==> src/rtl/afc_pkg.sv <==
`timescale 1ns / 1ps
// Shared types and constants for the admittance force controller.
// Holds the sequencer states, the datapath command struct and the Q16.16 saturation helper.
package afc_pkg;

   localparam int QW = 32;   // Q16.16 word width
   localparam int FRAC = 16; // fraction bits

   // Register indexes on the configuration port.
   localparam logic [2:0] REG_INV_MASS  = 3'd0;
   localparam logic [2:0] REG_DAMPING   = 3'd1;
   localparam logic [2:0] REG_STIFFNESS = 3'd2;
   localparam logic [2:0] REG_TIME_STEP = 3'd3;
   localparam logic [2:0] REG_INTEGRAL  = 3'd4;
   localparam logic [2:0] REG_MODE      = 3'd5;
   localparam logic [2:0] REG_INIT_POS  = 3'd6;

   // Reset values of the registers.
   localparam logic [30:0] RST_INV_MASS  = 31'd1872;
   localparam logic [30:0] RST_DAMPING   = 31'd36044800;
   localparam logic [30:0] RST_STIFFNESS = 31'd65536000;
   localparam logic [16:0] RST_TIME_STEP = 17'd5898;
   localparam logic [30:0] RST_INTEGRAL  = 31'd32768;
   localparam logic [2:0]  RST_MODE      = 3'd0;

   // Mode flag bit positions.
   localparam int MODE_SPRING   = 0;
   localparam int MODE_OUT_SPD  = 1;
   localparam int MODE_INTEGRAL = 2;

   localparam logic KIND_RESTART = 1'b1;

   typedef enum logic [4:0] {
      ST_IDLE, ST_DIFF,
      ST_I_MUL1, ST_I_ADD1, ST_I_MUL2, ST_I_ADD2,
      ST_D_MUL, ST_D_ADD,
      ST_K_SUB, ST_K_MUL, ST_K_ADD,
      ST_M_MUL, ST_M_ADD,
      ST_V_MUL, ST_V_ADD,
      ST_P_MUL, ST_P_ADD,
      ST_RESTART, ST_DONE
   } state_type;

   typedef enum logic [1:0] {A_FE, A_TMP, A_SPEED, A_ACC} a_sel_type;
   typedef enum logic [2:0] {B_DT, B_IG, B_DG, B_KG, B_IM} b_sel_type;
   typedef enum logic [2:0] {L_MF, L_FE, L_ACC, L_SPEED, L_POS, L_ZERO} lhs_sel_type;
   typedef enum logic [1:0] {R_TF, R_TP, R_MUL} rhs_sel_type;
   typedef enum logic [1:0] {D_ACC, D_TMP, D_SPEED, D_POS} dst_type;

   typedef struct packed {
      logic        load_in;
      a_sel_type   a_sel;
      b_sel_type   b_sel;
      logic        alu_en;
      lhs_sel_type lhs_sel;
      rhs_sel_type rhs_sel;
      logic        sub;
      dst_type     dst;
      logic        flag_clr;
      logic        restart;
      logic        load_rsp;
   } cmd_type;

   typedef struct packed {
      logic [30:0]        inv_mass;
      logic [30:0]        damping;
      logic [30:0]        stiffness;
      logic [16:0]        time_step;
      logic [30:0]        integral;
      logic signed [31:0] init_pos;
   } cfg_type;

   typedef struct packed {
      logic               clip;
      logic signed [31:0] val;
   } sat_type;

   // Clamp a wide signed value into the signed 32-bit range.
   function automatic sat_type sat_q(input logic signed [47:0] x);
      sat_type r;
      if (x > 48'sh0000_7FFF_FFFF) begin
         r.clip = 1'b1;
         r.val  = 32'sh7FFF_FFFF;
      end else if (x < -48'sh0000_8000_0000) begin
         r.clip = 1'b1;
         r.val  = 32'sh8000_0000;
      end else begin
         r.clip = 1'b0;
         r.val  = x[31:0];
      end
      return r;
   endfunction

endpackage

==> src/rtl/afc_ctrl.sv <==
`timescale 1ns / 1ps
// Sequencer of the admittance force controller.
// Steps the shared multiplier and adder through one sample, or applies a restart item; uses afc_pkg.
module afc_ctrl
   import afc_pkg::*;
(
   input  logic       clock,
   input  logic       reset,
   input  logic       req_valid,
   input  logic       req_kind,
   input  logic [2:0] mode,
   input  logic       out_free,
   output logic       req_ready,
   output cmd_type    cmd
);

   state_type state_ff, state_in;

   always_ff @(posedge clock) begin
      if (reset) begin
         state_ff <= ST_IDLE;
      end else begin
         state_ff <= state_in;
      end
   end

   always_comb begin
      state_in = state_ff;
      unique case (state_ff)
         ST_IDLE: begin
            if (req_valid) begin
               state_in = (req_kind == KIND_RESTART) ? ST_RESTART : ST_DIFF;
            end
         end
         ST_DIFF:    state_in = mode[MODE_INTEGRAL] ? ST_I_MUL1 : ST_D_MUL;
         ST_I_MUL1:  state_in = ST_I_ADD1;
         ST_I_ADD1:  state_in = ST_I_MUL2;
         ST_I_MUL2:  state_in = ST_I_ADD2;
         ST_I_ADD2:  state_in = ST_D_MUL;
         ST_D_MUL:   state_in = ST_D_ADD;
         ST_D_ADD:   state_in = mode[MODE_SPRING] ? ST_K_SUB : ST_M_MUL;
         ST_K_SUB:   state_in = ST_K_MUL;
         ST_K_MUL:   state_in = ST_K_ADD;
         ST_K_ADD:   state_in = ST_M_MUL;
         ST_M_MUL:   state_in = ST_M_ADD;
         ST_M_ADD:   state_in = ST_V_MUL;
         ST_V_MUL:   state_in = ST_V_ADD;
         ST_V_ADD:   state_in = ST_P_MUL;
         ST_P_MUL:   state_in = ST_P_ADD;
         ST_P_ADD:   state_in = ST_DONE;
         ST_RESTART: state_in = ST_DONE;
         ST_DONE: begin
            if (out_free) begin
               state_in = ST_IDLE;
            end
         end
         default:    state_in = ST_IDLE;
      endcase
   end

   always_comb begin
      req_ready    = (state_ff == ST_IDLE);
      cmd          = '0;
      cmd.a_sel    = A_FE;
      cmd.b_sel    = B_DT;
      cmd.lhs_sel  = L_ZERO;
      cmd.rhs_sel  = R_MUL;
      cmd.dst      = D_ACC;
      cmd.load_in  = req_ready && req_valid;
      unique case (state_ff)
         ST_IDLE: ;
         ST_DIFF: begin
            cmd.alu_en = 1'b1; cmd.lhs_sel = L_MF; cmd.rhs_sel = R_TF;
            cmd.sub = 1'b1; cmd.dst = D_ACC; cmd.flag_clr = 1'b1;
         end
         ST_I_MUL1: begin
            cmd.a_sel = A_FE; cmd.b_sel = B_DT;
         end
         ST_I_ADD1: begin
            cmd.alu_en = 1'b1; cmd.lhs_sel = L_FE; cmd.dst = D_TMP;
         end
         ST_I_MUL2: begin
            cmd.a_sel = A_TMP; cmd.b_sel = B_IG;
         end
         ST_I_ADD2: begin
            cmd.alu_en = 1'b1; cmd.lhs_sel = L_ACC; cmd.dst = D_ACC;
         end
         ST_D_MUL: begin
            cmd.a_sel = A_SPEED; cmd.b_sel = B_DG;
         end
         ST_D_ADD: begin
            cmd.alu_en = 1'b1; cmd.lhs_sel = L_ACC; cmd.sub = 1'b1; cmd.dst = D_ACC;
         end
         ST_K_SUB: begin
            cmd.alu_en = 1'b1; cmd.lhs_sel = L_POS; cmd.rhs_sel = R_TP;
            cmd.sub = 1'b1; cmd.dst = D_TMP;
         end
         ST_K_MUL: begin
            cmd.a_sel = A_TMP; cmd.b_sel = B_KG;
         end
         ST_K_ADD: begin
            cmd.alu_en = 1'b1; cmd.lhs_sel = L_ACC; cmd.sub = 1'b1; cmd.dst = D_ACC;
         end
         ST_M_MUL: begin
            cmd.a_sel = A_ACC; cmd.b_sel = B_IM;
         end
         ST_M_ADD: begin
            cmd.alu_en = 1'b1; cmd.lhs_sel = L_ZERO; cmd.dst = D_TMP;
         end
         ST_V_MUL: begin
            cmd.a_sel = A_TMP; cmd.b_sel = B_DT;
         end
         ST_V_ADD: begin
            cmd.alu_en = 1'b1; cmd.lhs_sel = L_SPEED; cmd.dst = D_SPEED;
         end
         ST_P_MUL: begin
            cmd.a_sel = A_SPEED; cmd.b_sel = B_DT;
         end
         ST_P_ADD: begin
            cmd.alu_en = 1'b1; cmd.lhs_sel = L_POS; cmd.dst = D_POS;
         end
         ST_RESTART: cmd.restart = 1'b1;
         ST_DONE:    cmd.load_rsp = out_free;
         default: ;
      endcase
   end

   assert property (@(posedge clock) disable iff (reset)
      cmd.load_in |=> !req_ready)
      else $error("sequencer accepted an item but stayed ready");

   assert property (@(posedge clock) disable iff (reset)
      cmd.restart |=> cmd.load_rsp || !out_free)
      else $error("restart did not lead straight to result delivery");

   assert property (@(posedge clock) disable iff (reset)
      cmd.load_rsp |-> !cmd.alu_en && !cmd.restart)
      else $error("result loaded while the datapath is still updating");

endmodule

==> config.mk <==
export PLATFORM = sky130hd
export DESIGN_NAME = afc_ctrl
export DESIGN_NICKNAME = d
export VERILOG_FILES = /design/src/rtl/afc_pkg.sv /design/src/rtl/afc_ctrl.sv
export SDC_FILE = /design/constraint.sdc
export NUM_CORES = 1
export LEC_CHECK = 0
export ABC_AREA = 1
export BUFFER_PORTS_ARGS = -buffer_cell sky130_fd_sc_hd__buf_2
export CAP_MARGIN = 5
export CORE_MARGIN = 2
export CORE_UTILIZATION = 40
export CTS_CLUSTER_SIZE = 25
export DETAILED_ROUTE_END_ITERATION = 7
export GPL_TIMING_DRIVEN = 0
export PLACE_DENSITY_LB_ADDON = 0.05
export SYNTH_ARGS = -nofsm -noshare
export SYNTH_HDL_FRONTEND = slang
export SYNTH_SLANG_ARGS = --single-unit
==> constraint.sdc <==
create_clock -name clock -period 1.13 [get_ports clock]
set_input_delay 0.0565 -clock clock [delete_from_list [all_inputs] [get_ports clock]]
set_output_delay 0.0565 -clock clock [all_outputs]
set_load 0.02 [all_outputs]
==> results of run 1 <==
[worst reg2reg max path: cells and delay by family, from the launching register on]
family                 cells  cell delay (ps)
and+or+nand+nor            7              610
buffers and inverters      4              420
DFF                        1              370
[how the worst max path moves through the flow]
| stage | slack (ps) | endpoint | cells after the start | from |
|---|---|---|---|---|
| after floorplan | -90 | cmd[8] | 8 | state_ff[2] |
| after detailed placement | -270 | cmd[8] | 9 | state_ff[2] |
| after CTS | -360 | cmd[8] | 8 | state_ff[3] |
| after global routing | -500 | cmd[8] | 9 | state_ff[2] |
| after global placement | -260 | cmd[8] | 9 | state_ff[2] |
| final | -420 | cmd[8] | 9 | state_ff[2] |
[timing repair]
item | in CTS | in global routing
resized for setup | 74 | 6
setup endpoints to repair | 24 | 24
setup buffers | 17 | 6
pin swaps | 20 | 12
gates cloned | 0 | 0
endpoints found under the hold margin | 0 | 0
[power groups by stage]
stage               Clock, mW  Sequential, mW  Combinational (mW)
floorplan                   0           0.314                1.27
global placement            0           0.330                1.64
detailed placement          0           0.333                1.64
CTS                     0.207           0.366                2.51
global route            0.231           0.389                3.02
finish                  0.204           0.392                2.89
[metal layers]
layer / global-route usage (%) / vias to the layer above / wire, um
met5: 0 / - / 0
met4: 13.1 / 0 / 121
met3: 4.74 / 15 / 305
met2: 50.5 / 86 / 1630
met1: 36.3 / 471 / 1250
li1: - / 420 / -
[per-stage QoR]
| stage | instances | utilization [%] |
|---|---|---|
| finish | 168 | 93.1 |
| global placement | 141 | 58.5 |
| detailed placement | 141 | 58.5 |
| floorplan | 101 | - |
| CTS | 162 | 87.2 |
| global route | 168 | 93.1 |
[final cells by class]
cell class,instances,area (sq um)
Clock buffer,4,26.3
Sequential cell,5,116
Tap cell,15,18.8
Multi-Input combinational cell,77,567
Inverter,19,81.3
Fill cell,49,92.6
Timing Repair Buffer,48,432
[cells in the mapped netlist]
cell       n  share of area (%)
nand2_1   29                 19
inv_1     12                7.7
nor2_1    11                7.1
nand3_1    8                6.9
inv_2      7                4.5
nor2_4     6                 12
dfxtp_1    5                 17
nand2_2    4                4.3
nor3_1     3                2.6
o21ai_0    3                2.6
nand4_1    2                2.1
nor2_2     2                2.1
a21boi_1   1                1.3
a21oi_1    1               0.86
a21oi_2    1                1.5
a31oi_1    1                1.1
nand2_4    1                1.9
nand3_2    1                1.7
nand4_2    1                2.1
o21ai_1    1               0.86
o21bai_1   1                1.3
[kinds of logic (layout without fill, tap and decap cells)]
| group | after synthesis | in the layout | share of synthesized area, % |
|---|---|---|---|
| buffers and inverters | 19 | 71 | 12.2 |
| and+or+nand+nor | 68 | 68 | 61.2 |
| DFF | 5 | 5 | 17.2 |
| AOI/OAI and AO/OA | 9 | 9 | 9.44 |
==> flow_metrics.tcl, run 1 <==
set metrics [dict create \
    switchingPower_mw 1.82 \
    totalWireLength_um 3300 \
    whs_ps 37.8 \
    tightest_slew_ps 388 \
    avgSynthCellArea_sq_um 5.77 \
    clock_latency_ps 240 \
    antenna_found_initial 0 \
    violations "setup timing" \
    layout_commonest_cell "buf_6" \
    finalCriticalPeriod_ps 1550 \
    max_freq_ghz 0.644 \
    reg2reg_from "state_ff[2]" \
    setup_slack_ps -424 \
    slew_violations 0 \
    die_w_um 42.2 \
    via_count 992 \
    whs_path_depth 2 \
    synth.distinct_cells 21 \
    grt_pass1_wl_um 4120 \
    layout_common_cells "buf_6, buf_4, nand2_1" \
    grt_pass1_vias 869 \
    synth_cells 101 \
    p_seq_share_pct 11.3 \
    ant_nets 0 \
    whs_endpoint "state_ff[2]" \
    largest_register_ffs 5 \
    largest-register "state_ff" \
    regToRegSetupSlack_ps -330 \
    ys_ff_latch 5 \
    cts_buffers 3 \
    start_kind "flip-flop" \
    drc 0 \
    internal_power_mw 1.66 \
    drive_above_1_share_pct 70.6 \
    ctsHtreeMaxLevel 1 \
    clock-sinks 5 \
    final_area_sq_um 1240 \
    worstReg2RegEnd "state_ff[1]" \
    nets 162 \
    grt-ovfl-total 0 \
    critPathRequiredTime_ps 1070 \
    reg2regPathDepth 11 \
    synthesis.area_sq_um 583 \
    crit_fanout 3 \
    cts-root-buf "clkbuf_4" \
    clk_pin_slew_worst_paths_ps 40 \
    cts_buffer_depth 2 \
    setup_viol 24 \
    finalPower_mw 3.48 \
    critical_path.top_delay_family "simple AND/OR/NAND/NOR gates" \
    dr.first_iter.drc_count 47 \
    hold_path.class "input pin to flip-flop" \
    crit_arrival_ps 1500 \
    grt_start_max_net_pins 8 \
    p_leak_nw 0.653 \
    synthToLayoutAreaGrowth_pct 113 \
    antenna_cells 0 \
    rows 13 \
    slowest_delay_ps 360 \
    period_share_pct 137 \
    ios 27 \
    dpl-instance-area_sq_um 781 \
    p_sw_share_pct 52.2 \
    crit_path_top_delay_cell "dfxtp_4" \
    initial_core_util_pct 43.7 \
    hold_violations 0 \
    hold_start "reset" \
    core_sq_um 1330 \
    power_density_nw_per_um2 2810 \
    hold_buffers 0 \
    power_frac_comb_pct 82.9 \
    finalSetupTns_ps -7400 \
    path_buf_inv 3 \
    crit_path_end_kind "output port" \
    reg_top3 "state_ff x5" \
    portBuffers 25 \
    place.gp.congestion 0.881 \
    skew_ps 2.85 \
    die_area_sq_um 1780 \
    cts_tree "done" \
    status "finished, violations left" \
    rsz0062_at_grt "yes" \
    hpwl_um 1290 \
    cp_cell_sequence "nor2_4 -> inv_2 -> nor2_4 -> inv_2 -> nand2_2 -> nand2_4 -> nand4_4 -> nand3_4 -> buf_6" \
    grt_util_all_layers_pct 29.7 \
    routed_via_density 5.90 \
    avgRoutedWirePerCell_um 19.6 \
    worstSetupPathType "flip-flop to output port" \
    relSlewSlack_pct 74.1 \
    maxCapViolCount 0 \
    die_h_um 42.2 \
    dp_slack_ps -267 \
    power_frac_clock_pct 5.9 \
    ir_drop_mv 1.74 \
    firstDrtPassIters 4 \
    synth_fp_nets 109 \
    ys_seq_area_share_pct 17.2 \
    yosys_warnings 0 \
]
Note: power is estimated with default switching activity, not from simulation.
==> run 2, diff against run 1 <==
- CELL_PAD_IN_SITES_DETAIL_PLACEMENT: unset -> 1
- CELL_PAD_IN_SITES_GLOBAL_PLACEMENT: unset -> 1
- CORE_ASPECT_RATIO: unset -> 0.8
- CORE_UTILIZATION: 40 -> 26
==> run 2 against run 1 <==
Compared with the run above: the flow still finishes with violations (setup timing); wire length grew 12%; sequential share of layout area shrank 1.3 points; worst hold slack gained 9.2 ps; clock skew shrank 2.3 ps; clock power shrank 4%; fmax shrank 1.1%; combinational power grew 7.6%; register-to-register slack is essentially flat; setup slack lost 17 ps; clock-buffer cell count is the same; largest cell class unchanged; highest routed layer unchanged.
==> flow_metrics.tcl, run 2 (synthesis gave the netlist of run 1 again) <==
set metrics [dict create \
    regToRegSetupSlack_ps -330 \
    violations "setup timing" \
    worstSetupPathType "flip-flop to output port" \
    power_density_nw_per_um2 2620 \
    firstDrtPassIters 4 \
    synthToLayoutAreaGrowth_pct 141 \
    layout_commonest_cell "buf_6" \
    setup_viol 24 \
    grt-ovfl-total 0 \
    start_kind "flip-flop" \
    grt_pass1_vias 896 \
    hold_violations 0 \
    crit_path_end_kind "output port" \
    fin_util_pct 65.6 \
    slew_violations 0 \
    grt_start_max_net_pins 7 \
    dp_cells 151 \
    status "finished, violations left" \
    cts_buffer_depth 2 \
    largest-register "state_ff" \
    initial_core_util_pct 27.3 \
    ir_drop_mv 1.84 \
    hold_path.class "input pin to flip-flop" \
    max_freq_ghz 0.637 \
    period_share_pct 139 \
    relSlewSlack_pct 77.0 \
    core_sq_um 2140 \
    die_w_um 56.9 \
    final_cells 190 \
    cts_tree "done" \
    cts_buffers 3 \
    routed_via_density 5.01 \
    critPathLaunch "state_ff[4]" \
    crit_arrival_ps 1510 \
    clk_pin_slew_worst_paths_ps 40 \
    clock_latency_ps 230 \
    reg2reg_from "state_ff[2]" \
    critPathRequiredTime_ps 1070 \
    antenna_cells 0 \
    die_area_sq_um 2640 \
    grt_util_all_layers_pct 20.9 \
    finalCriticalPeriod_ps 1570 \
    rsz0062_at_grt "yes" \
    hpwl_um 1660 \
    cts-root-buf "clkbuf_4" \
    ctsHtreeMaxLevel 1 \
    skew_ps 0.515 \
    tightest_slew_ps 344 \
    die_h_um 46.4 \
    dr.first_iter.drc_count 57 \
    drc 0 \
    antenna_found_initial 0 \
    dp_slack_ps -293 \
    via_count 952 \
    worstReg2RegEnd "state_ff[0]" \
    place.gp.congestion 0.785 \
    portBuffers 25 \
    grt_pass1_wl_um 4140 \
    rows 15 \
    nets 174 \
    hold_buffers 0 \
    p_leak_nw 0.741 \
    clock-sinks 5 \
    reg_top3 "state_ff x5" \
    avgRoutedWirePerCell_um 19.5 \
    largest_register_ffs 5 \
    ant_nets 0 \
    maxCapViolCount 0 \
    crit_fanout 6 \
    reg2regPathDepth 9 \
    ios 27 \
    setup_slack_ps -440 \
    totalWireLength_um 3710 \
    finalPower_mw 3.67 \
    endpoint "cmd[8]" \
    drive_above_1_share_pct 77.6 \
    layout_common_cells "buf_6, buf_4, nand2_2" \
    whs_ps 47.0 \
]
run 2: cell count changes in the layout (fill, tap and decap cells not counted), moves of 2 or more:
cell	change
nand2_4	+3
nor2_2	+2
buf_4	+8
nor2_1	-2
o21ai_1	-2
buf_6	+6
nand2_1	-3
run 2: how the worst min path moves through the flow:
stage	from	to	depth (start not counted)
after floorplan	reset	state_ff[3]	1
after global placement	reset	state_ff[0]	2
after detailed placement	reset	state_ff[0]	2
after CTS	reset	state_ff[2]	2
after global routing	reset	state_ff[0]	2
final	reset	state_ff[0]	2
run 2: final cells by class:
cell class	instances	area [sq um]
Inverter	19	76.3
Clock buffer	4	26.3
Multi-Input combinational cell	77	621
Timing Repair Buffer	60	534
Fill cell	250	737
Sequential cell	5	114
Tap cell	25	31.3
run 2: critical path, cell delays in order, from the launching register on:
cell     delay (ps)
dfxtp_2         370
inv_6            70
buf_4           160
nor2_4          110
inv_2            60
nand2_2          80
nand2_4          70
nand4_4         150
nand3_4          70
buf_6           130
run 2: power breakdown:
| part | leakage (nW) | switching [mW] | internal [mW] |
|---|---|---|---|
| Combinational | 0.683 | 1.72 | 1.38 |
| Clock | 0.0150 | 0.0622 | 0.133 |
| Sequential | 0.0439 | 0.117 | 0.256 |
run 2: stage by stage:
stage	TNS [ps]	area (sq um)
after floorplan	-219	637
after global placement	-1920	793
after detailed placement	-2120	793
after CTS	-5610	1180
after global routing	-9250	1400
final	-7790	1400
run 2: what timing repair did:
item	CTS	global route
setup buffers	22	13
pin swaps	14	15
setup endpoints to repair	24	24
gates resized for setup	61	35
run 2: routing by layer:
metal | vias to the layer above | part of all wire [%] | global-route usage [%]
met1 | 469 | 43 | 28.1
met3 | 6 | 5.0 | 1.69
met2 | 36 | 50 | 36.6
met5 | - | 0 | 0
li1 | 441 | - | -
met4 | 0 | 1.8 | 5.58
==> run 3, diff against run 2 <==
- CORE_ASPECT_RATIO: 0.8 -> unset
==> run 3 against run 2 <==
Compared with the run above: the flow still finishes with violations (setup timing); die area about the same; cell area decreased by 4.8%; sequential share of layout area increased by 0.41 points; sequential cell count unchanged; cell count decreased by 2.6%; first-iteration DRC count decreased by 75%; clock power about the same; wire length decreased by 7.5%; via count decreased by 5.4%; critical path type unchanged.
==> flow_metrics.tcl, run 3 (synthesis gave the netlist of run 1 again) <==
set metrics [dict create \
    grtUsageMet1_pct 25.1 \
    hpwl_um 1590 \
    drive_above_1_share_pct 70.7 \
    ios 27 \
    place.gp.congestion 0.793 \
    via_count 901 \
    cts-root-buf "clkbuf_4" \
    ant_nets 0 \
    portBuffers 25 \
    grt_util_all_layers_pct 20.4 \
    grtUsageMet3_pct 1.17 \
    worstSetupPathType "flip-flop to output port" \
    synthToLayoutAreaGrowth_pct 129 \
    clock_latency_ps 230 \
    clk_pin_slew_worst_paths_ps 40 \
    cp_cell_sequence "inv_2 -> nor2_4 -> inv_2 -> nor2_4 -> inv_4 -> nand4_4 -> nand3_4 -> buf_6" \
    ir_drop_mv 1.47 \
    final_cells 185 \
    clock-sinks 5 \
    cts_buffers 3 \
    finalCriticalPeriod_ps 1600 \
    final_area_sq_um 1340 \
    power_density_nw_per_um2 2730 \
    totalWireLength_um 3430 \
    max_freq_ghz 0.627 \
    cts_tree "done" \
    slew_violations 0 \
    largest_register_ffs 5 \
    setup_slack_ps -466 \
    initial_core_util_pct 26.9 \
    reg_top3 "state_ff x5" \
    die_area_sq_um 2640 \
    grt-ovfl-total 0 \
    crit_fanout 5 \
    layout_common_cells "buf_6, buf_4, nand2_1" \
    critical_path.top_delay_family "simple AND/OR/NAND/NOR gates" \
    ctsHtreeMaxLevel 1 \
    crit_path_top_delay_cell "dfxtp_4" \
    critPathRequiredTime_ps 1070 \
    setup_viol 24 \
    nets 166 \
    grt_use_met2_pct 37.7 \
    drc 0 \
    status "finished, violations left" \
    grt_pass1_wl_um 4070 \
    grt_pass1_vias 841 \
    crit_path_end_kind "output port" \
    dpl-instance-area_sq_um 797 \
    rsz0062_at_grt "yes" \
    period_share_pct 141 \
    grt_start_max_net_pins 6 \
    relSlewSlack_pct 74.3 \
    top_usage_layer "met2" \
    skew_ps 2.48 \
    rows 17 \
    start_kind "flip-flop" \
    antenna_found_initial 0 \
    die_h_um 51.4 \
    dr.first_iter.drc_count 14 \
    violations "setup timing" \
    hold_buffers 0 \
    p_leak_nw 0.687 \
    dp_cells 154 \
    hold_violations 0 \
    firstDrtPassIters 4 \
    crit_arrival_ps 1540 \
    core_sq_um 2170 \
    slowest_delay_ps 400 \
    hold_path.class "input pin to flip-flop" \
    largest-register "state_ff" \
    maxCapViolCount 0 \
    avgRoutedWirePerCell_um 18.5 \
    die_w_um 51.4 \
    path_buf_inv 4 \
    layout_commonest_cell "buf_6" \
    tightest_slew_ps 385 \
    routed_via_density 4.87 \
    antenna_cells 0 \
    cts_buffer_depth 2 \
]
[run 3: cell count changes in the layout (fill, tap and decap cells not counted), moves of 3 or more]
cell,delta
inv_2,-4
nand2_1,+3
o21ai_1,+3
buf_6,-3
buf_4,-7
[run 3: path summary, 6_finish.rpt]
path | to | startpoint | depth (start not counted) | slack (ps)
max reg2reg | state_ff[2] | state_ff[2] | 9 | -280
min | state_ff[2] | reset | 2 | 30
min reg2reg | state_ff[0] | state_ff[4] | 3 | 560
max | cmd[8] | state_ff[0] | 8 | -470
[run 3: through the flow]
stage	setup WS [ps]	utilization [%]	TNS, ps	hold slack (ps)	total power [mW]
floorplan	-94.7	-	-219	118	1.58
global placement	-284	36.7	-1920	281	2.01
detailed placement	-290	36.7	-2200	288	2.02
CTS	-377	53.1	-5400	46.8	3.00
global route	-509	61.5	-8950	38.0	3.83
finish	-466	61.5	-7320	32.7	3.64
[run 3: cell type report]
type                            instances  area, sq um
Multi-Input combinational cell         77          591
Timing Repair Buffer                   52          488
Clock buffer                            4         26.3
Sequential cell                         5          114
Inverter                               19         81.3
Tap cell                               28         35.0
Fill cell                             268          835
[run 3: layer usage]
layer  part of all wire [%]  routed length (um)
met5                      0                   0
met4                    2.2                  76
met3                    1.8                  63
met2                     53                1810
met1                     43                1480
[run 3: where the power goes]
group,internal (mW),switching (mW)
registers,0.257,0.133
clock network,0.133,0.0652
logic,1.37,1.69
[run 3: what timing repair did]
item | 4_1_cts | 5_1_grt
setup buffers | 15 | 13
setup endpoints to repair | 24 | 24
pin swaps | 12 | 13
resized for setup | 60 | 26
[run 3: worst reg2reg max path, delay by kind of cell, from the launching register on]
| family | cells | cell delay (ps) |
|---|---|---|
| AND/OR/NAND/NOR | 5 | 490 |
| AO/OA/AOI/OAI | 1 | 100 |
| flip-flops | 1 | 370 |
| buffers and inverters | 3 | 400 |
